## src/rtl/core/mhse_pkg.sv

```systemverilog
`timescale 1ns / 1ps
`default_nettype none

package mhse_pkg;

    localparam int CAPACITY_DEF = 64;
    localparam int DATA_W       = 32;

    typedef logic signed [DATA_W-1:0] t_data;

    typedef enum logic [3:0] {
        ST_LOAD,
        ST_BLD_RD,
        ST_BLD_LD,
        ST_SD_RD,
        ST_SD_CMP,
        ST_SD_END,
        ST_SW_RD,
        ST_SW_WR,
        ST_EM_RD,
        ST_EM_CAP,
        ST_EM_HOLD
    } t_state;

    typedef enum logic {
        PH_BUILD,
        PH_SORT
    } t_phase;

endpackage

`default_nettype wire

```

## src/rtl/core/mhse_ram.sv

```systemverilog
`timescale 1ns / 1ps
`default_nettype none

module mhse_ram #(
    parameter int DEPTH = mhse_pkg::CAPACITY_DEF,
    parameter int AW    = 6
) (
    input  wire logic           i_clk,
    input  wire logic           i_we,
    input  wire logic [AW-1:0]  i_waddr,
    input  wire mhse_pkg::t_data i_wdata,
    input  wire logic [AW-1:0]  i_raddr0,
    input  wire logic [AW-1:0]  i_raddr1,
    output mhse_pkg::t_data     o_rdata0,
    output mhse_pkg::t_data     o_rdata1
);
    import mhse_pkg::*;

    t_data r_mem [DEPTH];
    t_data r_rdata0;
    t_data r_rdata1;

    always_ff @(posedge i_clk) begin
        if (i_we) begin
            r_mem[i_waddr] <= i_wdata;
        end
    end

    always_ff @(posedge i_clk) begin
        r_rdata0 <= r_mem[i_raddr0];
        r_rdata1 <= r_mem[i_raddr1];
    end

    assign o_rdata0 = r_rdata0;
    assign o_rdata1 = r_rdata1;

endmodule

`default_nettype wire

```

## src/rtl/core/mhse_seq.sv

```systemverilog
`timescale 1ns / 1ps
`default_nettype none

module mhse_seq #(
    parameter int CAPACITY = mhse_pkg::CAPACITY_DEF,
    parameter int AW       = 6,
    parameter int CW       = 7
) (
    input  wire logic           i_clk,
    input  wire logic           i_rst_n,
    input  wire logic           i_emit_heap_only,
    // load side
    input  wire logic           i_in_valid,
    output logic                o_in_ready,
    input  wire mhse_pkg::t_data i_in_value,
    input  wire logic           i_in_last,
    // heap store
    output logic                o_we,
    output logic [AW-1:0]       o_waddr,
    output mhse_pkg::t_data     o_wdata,
    output logic [AW-1:0]       o_raddr0,
    output logic [AW-1:0]       o_raddr1,
    input  wire mhse_pkg::t_data i_rdata0,
    input  wire mhse_pkg::t_data i_rdata1,
    // result side
    output logic                o_out_valid,
    input  wire logic           i_out_ready,
    output mhse_pkg::t_data     o_out_value,
    output logic                o_out_last,
    output logic                o_out_ovf
);
    import mhse_pkg::*;

    localparam int PW = CW + 1;

    t_state         r_state,  n_state;
    t_phase         r_phase,  n_phase;
    logic [CW-1:0]  r_count,  n_count;
    logic           r_ovf,    n_ovf;
    logic [CW-1:0]  r_parent, n_parent;
    logic [CW-1:0]  r_size,   n_size;
    logic [CW-1:0]  r_pos,    n_pos;
    logic [CW-1:0]  r_k,      n_k;
    t_data          r_cur,    n_cur;
    t_data          r_out_value, n_out_value;
    logic           r_out_last,  n_out_last;

    logic [PW-1:0]  w_left;
    logic [PW-1:0]  w_left_m1;
    logic [PW-1:0]  w_size_ext;
    logic [CW-1:0]  w_pos_m1;
    logic [CW-1:0]  w_size_m1;
    logic [CW-1:0]  w_cnt_nxt;
    logic           w_room;
    logic           w_right_ok;
    logic           w_lt_left;
    logic           w_lt_right;
    t_data          w_best_val;

    assign w_left     = {r_pos, 1'b0};
    assign w_left_m1  = w_left - PW'(1);
    assign w_size_ext = {1'b0, r_size};
    assign w_pos_m1   = r_pos - CW'(1);
    assign w_size_m1  = r_size - CW'(1);
    assign w_room     = (r_count < CW'(CAPACITY));
    assign w_cnt_nxt  = w_room ? (r_count + CW'(1)) : r_count;

    // compare unit: sifted value against left child, then winner against right
    assign w_right_ok = (w_left < w_size_ext);
    assign w_lt_left  = (i_rdata0 < r_cur);
    assign w_best_val = w_lt_left ? i_rdata0 : r_cur;
    assign w_lt_right = w_right_ok && (i_rdata1 < w_best_val);

    always_ff @(posedge i_clk) begin
        if (!i_rst_n) begin
            r_state <= ST_LOAD;
            r_phase <= PH_BUILD;
            r_count <= '0;
            r_ovf   <= 1'b0;
        end else begin
            r_state <= n_state;
            r_phase <= n_phase;
            r_count <= n_count;
            r_ovf   <= n_ovf;
        end
    end

    always_ff @(posedge i_clk) begin
        r_parent    <= n_parent;
        r_size      <= n_size;
        r_pos       <= n_pos;
        r_k         <= n_k;
        r_cur       <= n_cur;
        r_out_value <= n_out_value;
        r_out_last  <= n_out_last;
    end

    always_comb begin
        n_state     = r_state;
        n_phase     = r_phase;
        n_count     = r_count;
        n_ovf       = r_ovf;
        n_parent    = r_parent;
        n_size      = r_size;
        n_pos       = r_pos;
        n_k         = r_k;
        n_cur       = r_cur;
        n_out_value = r_out_value;
        n_out_last  = r_out_last;
        o_in_ready  = 1'b0;
        o_we        = 1'b0;
        o_waddr     = '0;
        o_wdata     = '0;
        o_raddr0    = '0;
        o_raddr1    = '0;

        case (r_state)
            ST_LOAD: begin
                o_in_ready = 1'b1;
                if (i_in_valid) begin
                    if (w_room) begin
                        o_we    = 1'b1;
                        o_waddr = r_count[AW-1:0];
                        o_wdata = i_in_value;
                    end else begin
                        n_ovf = 1'b1;
                    end
                    n_count = w_cnt_nxt;
                    if (i_in_last) begin
                        n_phase  = PH_BUILD;
                        n_size   = w_cnt_nxt;
                        n_parent = w_cnt_nxt >> 1;
                        n_state  = ST_BLD_RD;
                    end
                end
            end
            ST_BLD_RD: begin
                if (r_parent == '0) begin
                    n_k = '0;
                    if (i_emit_heap_only) begin
                        n_state = ST_EM_RD;
                    end else begin
                        n_phase = PH_SORT;
                        n_state = ST_SW_RD;
                    end
                end else begin
                    o_raddr0 = AW'(r_parent - CW'(1));
                    n_state  = ST_BLD_LD;
                end
            end
            ST_BLD_LD: begin
                n_cur   = i_rdata0;
                n_pos   = r_parent;
                n_state = ST_SD_RD;
            end
            ST_SD_RD: begin
                if (w_left > w_size_ext) begin
                    n_state = ST_SD_END;
                end else begin
                    o_raddr0 = w_left_m1[AW-1:0];
                    o_raddr1 = w_left[AW-1:0];
                    n_state  = ST_SD_CMP;
                end
            end
            ST_SD_CMP: begin
                if (w_lt_left || w_lt_right) begin
                    // move the smaller child up, keep sifting from its slot
                    o_we    = 1'b1;
                    o_waddr = w_pos_m1[AW-1:0];
                    if (w_lt_right) begin
                        o_wdata = i_rdata1;
                        n_pos   = w_left[CW-1:0] + CW'(1);
                    end else begin
                        o_wdata = i_rdata0;
                        n_pos   = w_left[CW-1:0];
                    end
                    n_state = ST_SD_RD;
                end else begin
                    n_state = ST_SD_END;
                end
            end
            ST_SD_END: begin
                o_we    = 1'b1;
                o_waddr = w_pos_m1[AW-1:0];
                o_wdata = r_cur;
                if (r_phase == PH_BUILD) begin
                    n_parent = r_parent - CW'(1);
                    n_state  = ST_BLD_RD;
                end else begin
                    n_state = ST_SW_RD;
                end
            end
            ST_SW_RD: begin
                if (r_size > CW'(1)) begin
                    o_raddr0 = '0;
                    o_raddr1 = w_size_m1[AW-1:0];
                    n_state  = ST_SW_WR;
                end else begin
                    n_k     = '0;
                    n_state = ST_EM_RD;
                end
            end
            ST_SW_WR: begin
                // old root goes to the tail, old tail sifts down from the root
                o_we    = 1'b1;
                o_waddr = w_size_m1[AW-1:0];
                o_wdata = i_rdata0;
                n_cur   = i_rdata1;
                n_pos   = CW'(1);
                n_size  = w_size_m1;
                n_state = ST_SD_RD;
            end
            ST_EM_RD: begin
                o_raddr0 = r_k[AW-1:0];
                n_state  = ST_EM_CAP;
            end
            ST_EM_CAP: begin
                n_out_value = i_rdata0;
                n_out_last  = ((r_k + CW'(1)) == r_count);
                n_state     = ST_EM_HOLD;
            end
            ST_EM_HOLD: begin
                if (i_out_ready) begin
                    if (r_out_last) begin
                        n_count = '0;
                        n_ovf   = 1'b0;
                        n_state = ST_LOAD;
                    end else begin
                        n_k     = r_k + CW'(1);
                        n_state = ST_EM_RD;
                    end
                end
            end
            default: begin
                n_state = ST_LOAD;
            end
        endcase
    end

    assign o_out_valid = (r_state == ST_EM_HOLD);
    assign o_out_value = r_out_value;
    assign o_out_last  = r_out_last;
    assign o_out_ovf   = r_ovf;

endmodule

`default_nettype wire

```

## src/rtl/core/min_heap_sort_engine.sv

```systemverilog
`timescale 1ns / 1ps
`default_nettype none

// Min-heap sort engine. Signed 32-bit values stream in one per cycle until a
// transaction with tlast; values beyond CAPACITY are dropped and reported on
// o_m_axis_tuser of every result of that run. The engine then builds a min-heap
// in place (Floyd, bottom-up) and, unless the emit_heap_only bit is set, runs
// heapsort, and finally streams the array in index order (descending when
// sorted), with tlast on the final result. While building, sorting and
// emitting the input is not ready. Each sift-down level reads the children
// from the two-read-port heap store, then compares and moves. Each result is
// read through the store's registered port into the output register and held
// until taken; the next read starts only after that. The store needs no clear
// after reset: only entries of the current set are used.
module min_heap_sort_engine #(
    parameter int CAPACITY = mhse_pkg::CAPACITY_DEF
) (
    input  wire logic                        i_clk,
    input  wire logic                        i_rst_n,
    input  wire logic                        i_cfg_wr_en,
    input  wire logic                        i_cfg_wr_data,   // emit_heap_only
    input  wire logic                        i_s_axis_tvalid,
    output logic                             o_s_axis_tready,
    input  wire logic [mhse_pkg::DATA_W-1:0] i_s_axis_tdata,  // [31:0] value
    input  wire logic                        i_s_axis_tlast,  // is_last
    output logic                             o_m_axis_tvalid,
    input  wire logic                        i_m_axis_tready,
    output logic [mhse_pkg::DATA_W-1:0]      o_m_axis_tdata,  // [31:0] value_res
    output logic                             o_m_axis_tlast,  // is_last_res
    output logic [0:0]                       o_m_axis_tuser   // [0] overflow
);
    import mhse_pkg::*;

    localparam int AW = (CAPACITY > 1) ? $clog2(CAPACITY) : 1;
    localparam int CW = $clog2(CAPACITY + 1);

    logic           r_emit_heap_only;
    logic           w_we;
    logic [AW-1:0]  w_waddr;
    t_data          w_wdata;
    logic [AW-1:0]  w_raddr0;
    logic [AW-1:0]  w_raddr1;
    t_data          w_rdata0;
    t_data          w_rdata1;
    t_data          w_out_value;
    logic           w_out_ovf;

    always_ff @(posedge i_clk) begin
        if (!i_rst_n) begin
            r_emit_heap_only <= 1'b0;
        end else if (i_cfg_wr_en) begin
            r_emit_heap_only <= i_cfg_wr_data;
        end
    end

    mhse_seq #(
        .CAPACITY (CAPACITY),
        .AW       (AW),
        .CW       (CW)
    ) u_seq (
        .i_clk            (i_clk),
        .i_rst_n          (i_rst_n),
        .i_emit_heap_only (r_emit_heap_only),
        .i_in_valid       (i_s_axis_tvalid),
        .o_in_ready       (o_s_axis_tready),
        .i_in_value       (t_data'(i_s_axis_tdata)),
        .i_in_last        (i_s_axis_tlast),
        .o_we             (w_we),
        .o_waddr          (w_waddr),
        .o_wdata          (w_wdata),
        .o_raddr0         (w_raddr0),
        .o_raddr1         (w_raddr1),
        .i_rdata0         (w_rdata0),
        .i_rdata1         (w_rdata1),
        .o_out_valid      (o_m_axis_tvalid),
        .i_out_ready      (i_m_axis_tready),
        .o_out_value      (w_out_value),
        .o_out_last       (o_m_axis_tlast),
        .o_out_ovf        (w_out_ovf)
    );

    mhse_ram #(
        .DEPTH (CAPACITY),
        .AW    (AW)
    ) u_ram (
        .i_clk    (i_clk),
        .i_we     (w_we),
        .i_waddr  (w_waddr),
        .i_wdata  (w_wdata),
        .i_raddr0 (w_raddr0),
        .i_raddr1 (w_raddr1),
        .o_rdata0 (w_rdata0),
        .o_rdata1 (w_rdata1)
    );

    assign o_m_axis_tdata = w_out_value;
    assign o_m_axis_tuser = w_out_ovf;

endmodule

`default_nettype wire

```

## config.mk

```make
export PLATFORM = sky130hd
export DESIGN_NAME = min_heap_sort_engine
export DESIGN_NICKNAME = d
export VERILOG_FILES = /design/src/rtl/core/mhse_pkg.sv /design/src/rtl/core/mhse_ram.sv /design/src/rtl/core/mhse_seq.sv /design/src/rtl/core/min_heap_sort_engine.sv
export SDC_FILE = /design/constraint.sdc
export NUM_CORES = 2
export LEC_CHECK = 0
export ABC_CLOCK_PERIOD_IN_PS = 7190
export BUFFER_PORTS_ARGS = -buffer_cell sky130_fd_sc_hd__buf_2
export CORE_ASPECT_RATIO = 1.2
export CORE_MARGIN = 2
export CORE_UTILIZATION = 45
export CTS_CLUSTER_SIZE = 40
export DETAILED_ROUTE_END_ITERATION = 10
export PLACE_DENSITY = 0.64
export RECOVER_POWER = 25
export SYNTH_ARGS = -nofsm -noshare
export SYNTH_HDL_FRONTEND = slang
export SYNTH_SLANG_ARGS = --single-unit
```

## constraint.sdc

```tcl
create_clock -name i_clk -period 7.19 [get_ports i_clk]
set_input_delay 1.0785 -clock i_clk [delete_from_list [all_inputs] [get_ports i_clk]]
set_output_delay 1.0785 -clock i_clk [all_outputs]
set_load 0.01 [all_outputs]
```

==> impl_metrics.env <==
export IMPL_status="complete, but fails checks"
export IMPL_failed_checks="design-rule violations, max-capacitance violations, max-slew violations, negative setup slack"
export IMPL_final_common_cell="nand2_1"
export IMPL_seq_area_frac_synth_pct=61.4
export IMPL_synth_edff_count=2141
export IMPL_port_buffers=74
export IMPL_worst_setup_hold_path_clk_slew_ns=0.07
export IMPL_synth_ff_latch_count=2219
export IMPL_avgSynthCellArea_um2=11.1
export IMPL_final_fill_count=20300
export IMPL_worstPathArrival_ns=8.30
export IMPL_num_vias=88300
export IMPL_start_util_pct=45.2
export IMPL_cts_root_buffer="clkbuf_16"
export IMPL_globalRouteOverflowTotal=0
export IMPL_power_per_cell_area_nw_per_um2=246
export IMPL_grt_setup_unrepaired="no"
export IMPL_startpoint_type="flip-flop"
export IMPL_hold_violations=0
export IMPL_most_common_layout_cells="2571 x nand2_1, 2141 x edfxtp_1, 805 x nand3_1"
export IMPL_route_detailed_drc=2
export IMPL_syn_cell_area_um2=107000
export IMPL_critical_path_max_fanout=31
export IMPL_areaGrowthSynthToFinish_pct=13.5
export IMPL_num_io_pins=75
export IMPL_detail_route_antenna_nets=0
export IMPL_whs_endpoint="r_emit_heap_only"
export IMPL_drt_iter0_markers=15900
export IMPL_hp_start="i_cfg_wr_data"
export IMPL_maxSlewViolCount=335
export IMPL_synthesis_instances=9649
export IMPL_totalNegativeSetupSlack_ns=-0.441
export IMPL_finalWirelength_mm=428
export IMPL_detailedPlacementHpwl_mm=270
export IMPL_gp_routability_congestion=1.02
export IMPL_placement_rows=196
export IMPL_wire_length_of_the_first_global_routing_pass_mm=600
export IMPL_post_drt_wl_per_cell_um=32.8
export IMPL_crit_path_top_delay_cell="o22ai_1"
export IMPL_grt_pass1_vias=82500
export IMPL_max_cap_violations=11
export IMPL_ys_flop_type="edfxtp_1"
export IMPL_layout_drive_gt1_share_pct=11.3
export IMPL_ctsHtreeMaxLevel=4
export IMPL_synthTopCellsByArea="edfxtp_1 60%, nand2_1 9.0%, nand3_1 3.8%, mux2i_1 3.0%, mux4_2 2.8%"
export IMPL_post_drt_via_cell_ratio=6.76
export IMPL_synth_top_area_share_pct=60.0
export IMPL_synth_yosys_warnings=0
export IMPL_timing_critical_path_to_type="flip-flop"
export IMPL_track_usage_pct=34.0
export IMPL_asyncSetResetFlopFracSynth_pct=0
export IMPL_vdd_ir_drop_worst_uv=216
export IMPL_core_um2=237000
export IMPL_tightestPinTransition_ns=3.48
export IMPL_die_width_um=450
export IMPL_yosysTopAreaCell="edfxtp_1"
export IMPL_crit_reg2reg_capture="u_ram.o_rdata1[28]"
export IMPL_max_clock_freq_mhz=133
export IMPL_worstRegToRegCells=13
export IMPL_tritoncts="yes"
export IMPL_min_clock_period_post_route_ns=7.53
export IMPL_clock_sinks=2219
export IMPL_min_period_over_period_pct=105
export IMPL_reg2reg_slack_ns=-0.34
export IMPL_report_power_total_mw=29.9
export IMPL_cp_common_cell="nand2_1"
export IMPL_finalSetupViolCount=4
export IMPL_die_y_um=539
export IMPL_setup_slack_ns=-0.341
export IMPL_cts_path_max_buffers=4
export IMPL_cts_buffers_inserted=223
export IMPL_syn_num_nets=9764
export IMPL_finalCoreUtilization_pct=51.2
export IMPL_worst_slew_margin_rel_pct=-132
export IMPL_first_pass_iters=11
export IMPL_power_static_leakage_nw=41.1
export IMPL_timing_critical_path_slowest_cell_delay_ns=1.92
export IMPL_dieArea_um2=242000
export IMPL_min_path_type="in -> reg"
export IMPL_worstPathCellList="ha_1, nand2_1, or4_1, nand2_1, o21ai_4, o22ai_1, buf_12, buf_4, nand2_1, a32oi_1, a31oi_1, a2111oi_0, and3_1"
export IMPL_yosys_cell_types_count=86
export IMPL_antenna_found_initial=41
export IMPL_critical_path_required_ns=7.96
export IMPL_largest_net_degree_at_the_start_of_global_routing=170
export IMPL_setup_worst_path_class="reg -> reg"
export IMPL_min_path_cells=3
export IMPL_finClkSkew_ns=0.0471
export IMPL_final_net_count=9809
export IMPL_worstReg2RegStart="u_seq.r_pos[5]"
export IMPL_clock_insertion_delay_at_the_later_pin_of_the_skew_report_ns=0.92
-- synth_stat cells (21+ instances only) --
library cell / n
a211oi_1: 301
o22ai_1: 121
nand2_1: 2581
a21oi_1: 101
and2_1: 34
nand4_1: 83
buf_4: 33
buf_2: 201
clkbuf_1: 439
a222oi_1: 33
mux2i_1: 319
o221ai_1: 60
a2111oi_0: 27
ha_1: 76
inv_1: 54
nor2_1: 509
mux4_2: 132
a31oi_1: 362
nand3_1: 807
o21ai_1: 33
buf_1: 95
and3_1: 291
edfxtp_1: 2141
a22oi_1: 93
a32oi_1: 179
nor3_1: 21
dfxtp_1: 78
o21ai_0: 196
a311oi_1: 68
-- sequential cells by signal, summed over array words and instances, names as in the netlist, 4 cells and up --
| name | count |
|---|---|
| u_ram.o_rdata0 | 32 |
| u_ram.o_rdata1 | 32 |
| u_ram.r_mem | 2048 |
| u_seq.o_out_value | 32 |
| u_seq.r_count | 7 |
| u_seq.r_cur | 32 |
| u_seq.r_k | 7 |
| u_seq.r_parent | 7 |
| u_seq.r_pos | 7 |
| u_seq.r_size | 7 |
| u_seq.r_state | 4 |
-- area by class of cell --
| type | count | area, µm² | area share (%) |
|---|---|---|---|
| flip-flops and latches | 2219 | 65900 | 54.1 |
| multi-input cells | 6601 | 38900 | 32.0 |
| clock buffers | 284 | 5900 | 4.85 |
| repair buffers | 594 | 5870 | 4.83 |
| well taps | 3168 | 3960 | 3.26 |
| clock inverters | 114 | 915 | 0.752 |
| inverters | 55 | 206 | 0.170 |
| diodes | 24 | 60.1 | 0.0494 |
-- stage by stage --
stage | instance area (µm²) | worst slack (ns) | cells | hold WS [ns]
2_1_floorplan | 107000 | 0.598 | 9649 | 0.470
6_report | 122000 | -0.341 | 13100 | 0.470
3_5_place_dp | 115000 | -0.0965 | 12600 | 0.485
5_1_grt | 122000 | 0.0420 | 13000 | 0.493
3_3_place_gp | 115000 | -0.0906 | 12600 | 0.458
4_1_cts | 122000 | 0.0576 | 13000 | 0.456
-- cells by family (layout without fill, tap and decap cells) --
kind of cell	Yosys count	after routing	share of synthesized area, %
xor gates and xnor gates	32	32	0.261
buffers and inverters	829	1047	3.33
and+or+nand+nor	4386	4386	17.5
muxes	454	454	5.79
DFF	2219	2219	61.4
other	0	24	0
AOI/OAI and AO/OA	1653	1653	10.8
adders and majority gates	76	76	0.887
-- power by group --
| group | switching (mW) | leakage (nW) | internal, mW |
|---|---|---|---|
| clock network | 5.09 | 3.34 | 6.29 |
| registers | 0.134 | 20.3 | 14.4 |
| logic | 2.84 | 17.5 | 1.14 |
-- worst max-delay path, delay by kind of cell (launching register included) --
| kind | cells | cell delay, ns |
|---|---|---|
| AOI/OAI and AO/OA | 5 | 4.23 |
| and+or+nand+nor | 5 | 1.46 |
| buffers and inverters | 2 | 0.69 |
| DFF | 1 | 0.59 |
| adders and majority gates | 1 | 0.39 |
-- worst max-delay path by stage --
stage | cells after the start | slack [ns] | end | startpoint
floorplan | 23 | 0.60 | u_ram.r_mem[42][0] | u_seq.r_cur[14]
global placement | 29 | -0.09 | u_ram.r_mem[1][21] | u_seq.r_cur[14]
detailed placement | 30 | -0.1 | u_ram.r_mem[1][24] | u_seq.r_cur[14]
CTS | 31 | 0.06 | u_ram.r_mem[18][28] | u_seq.r_cur[14]
global route | 31 | 0.04 | u_ram.r_mem[0][26] | u_seq.r_cur[15]
finish | 13 | -0.34 | u_ram.o_rdata1[28] | u_seq.r_pos[5]
-- routing by layer --
metal / global-route usage, % / vias up / wire (µm)
met4: 19.7 / 34 / 29600
met1: 44.2 / 43200 / 150000
met3: 9.90 / 1386 / 61800
met5: 0 / - / 223
li1: - / 36300 / -
met2: 50.7 / 7412 / 186000
-- repair_timing --
item | CTS | global route
endpoints found under the setup margin | 21 | 541
gates resized for setup | 0 | 3
buffers inserted | 2 | 11
hold buffers | 0 | 0
pin swaps | 1 | 4
Note: power is estimated with default switching activity, not from simulation.
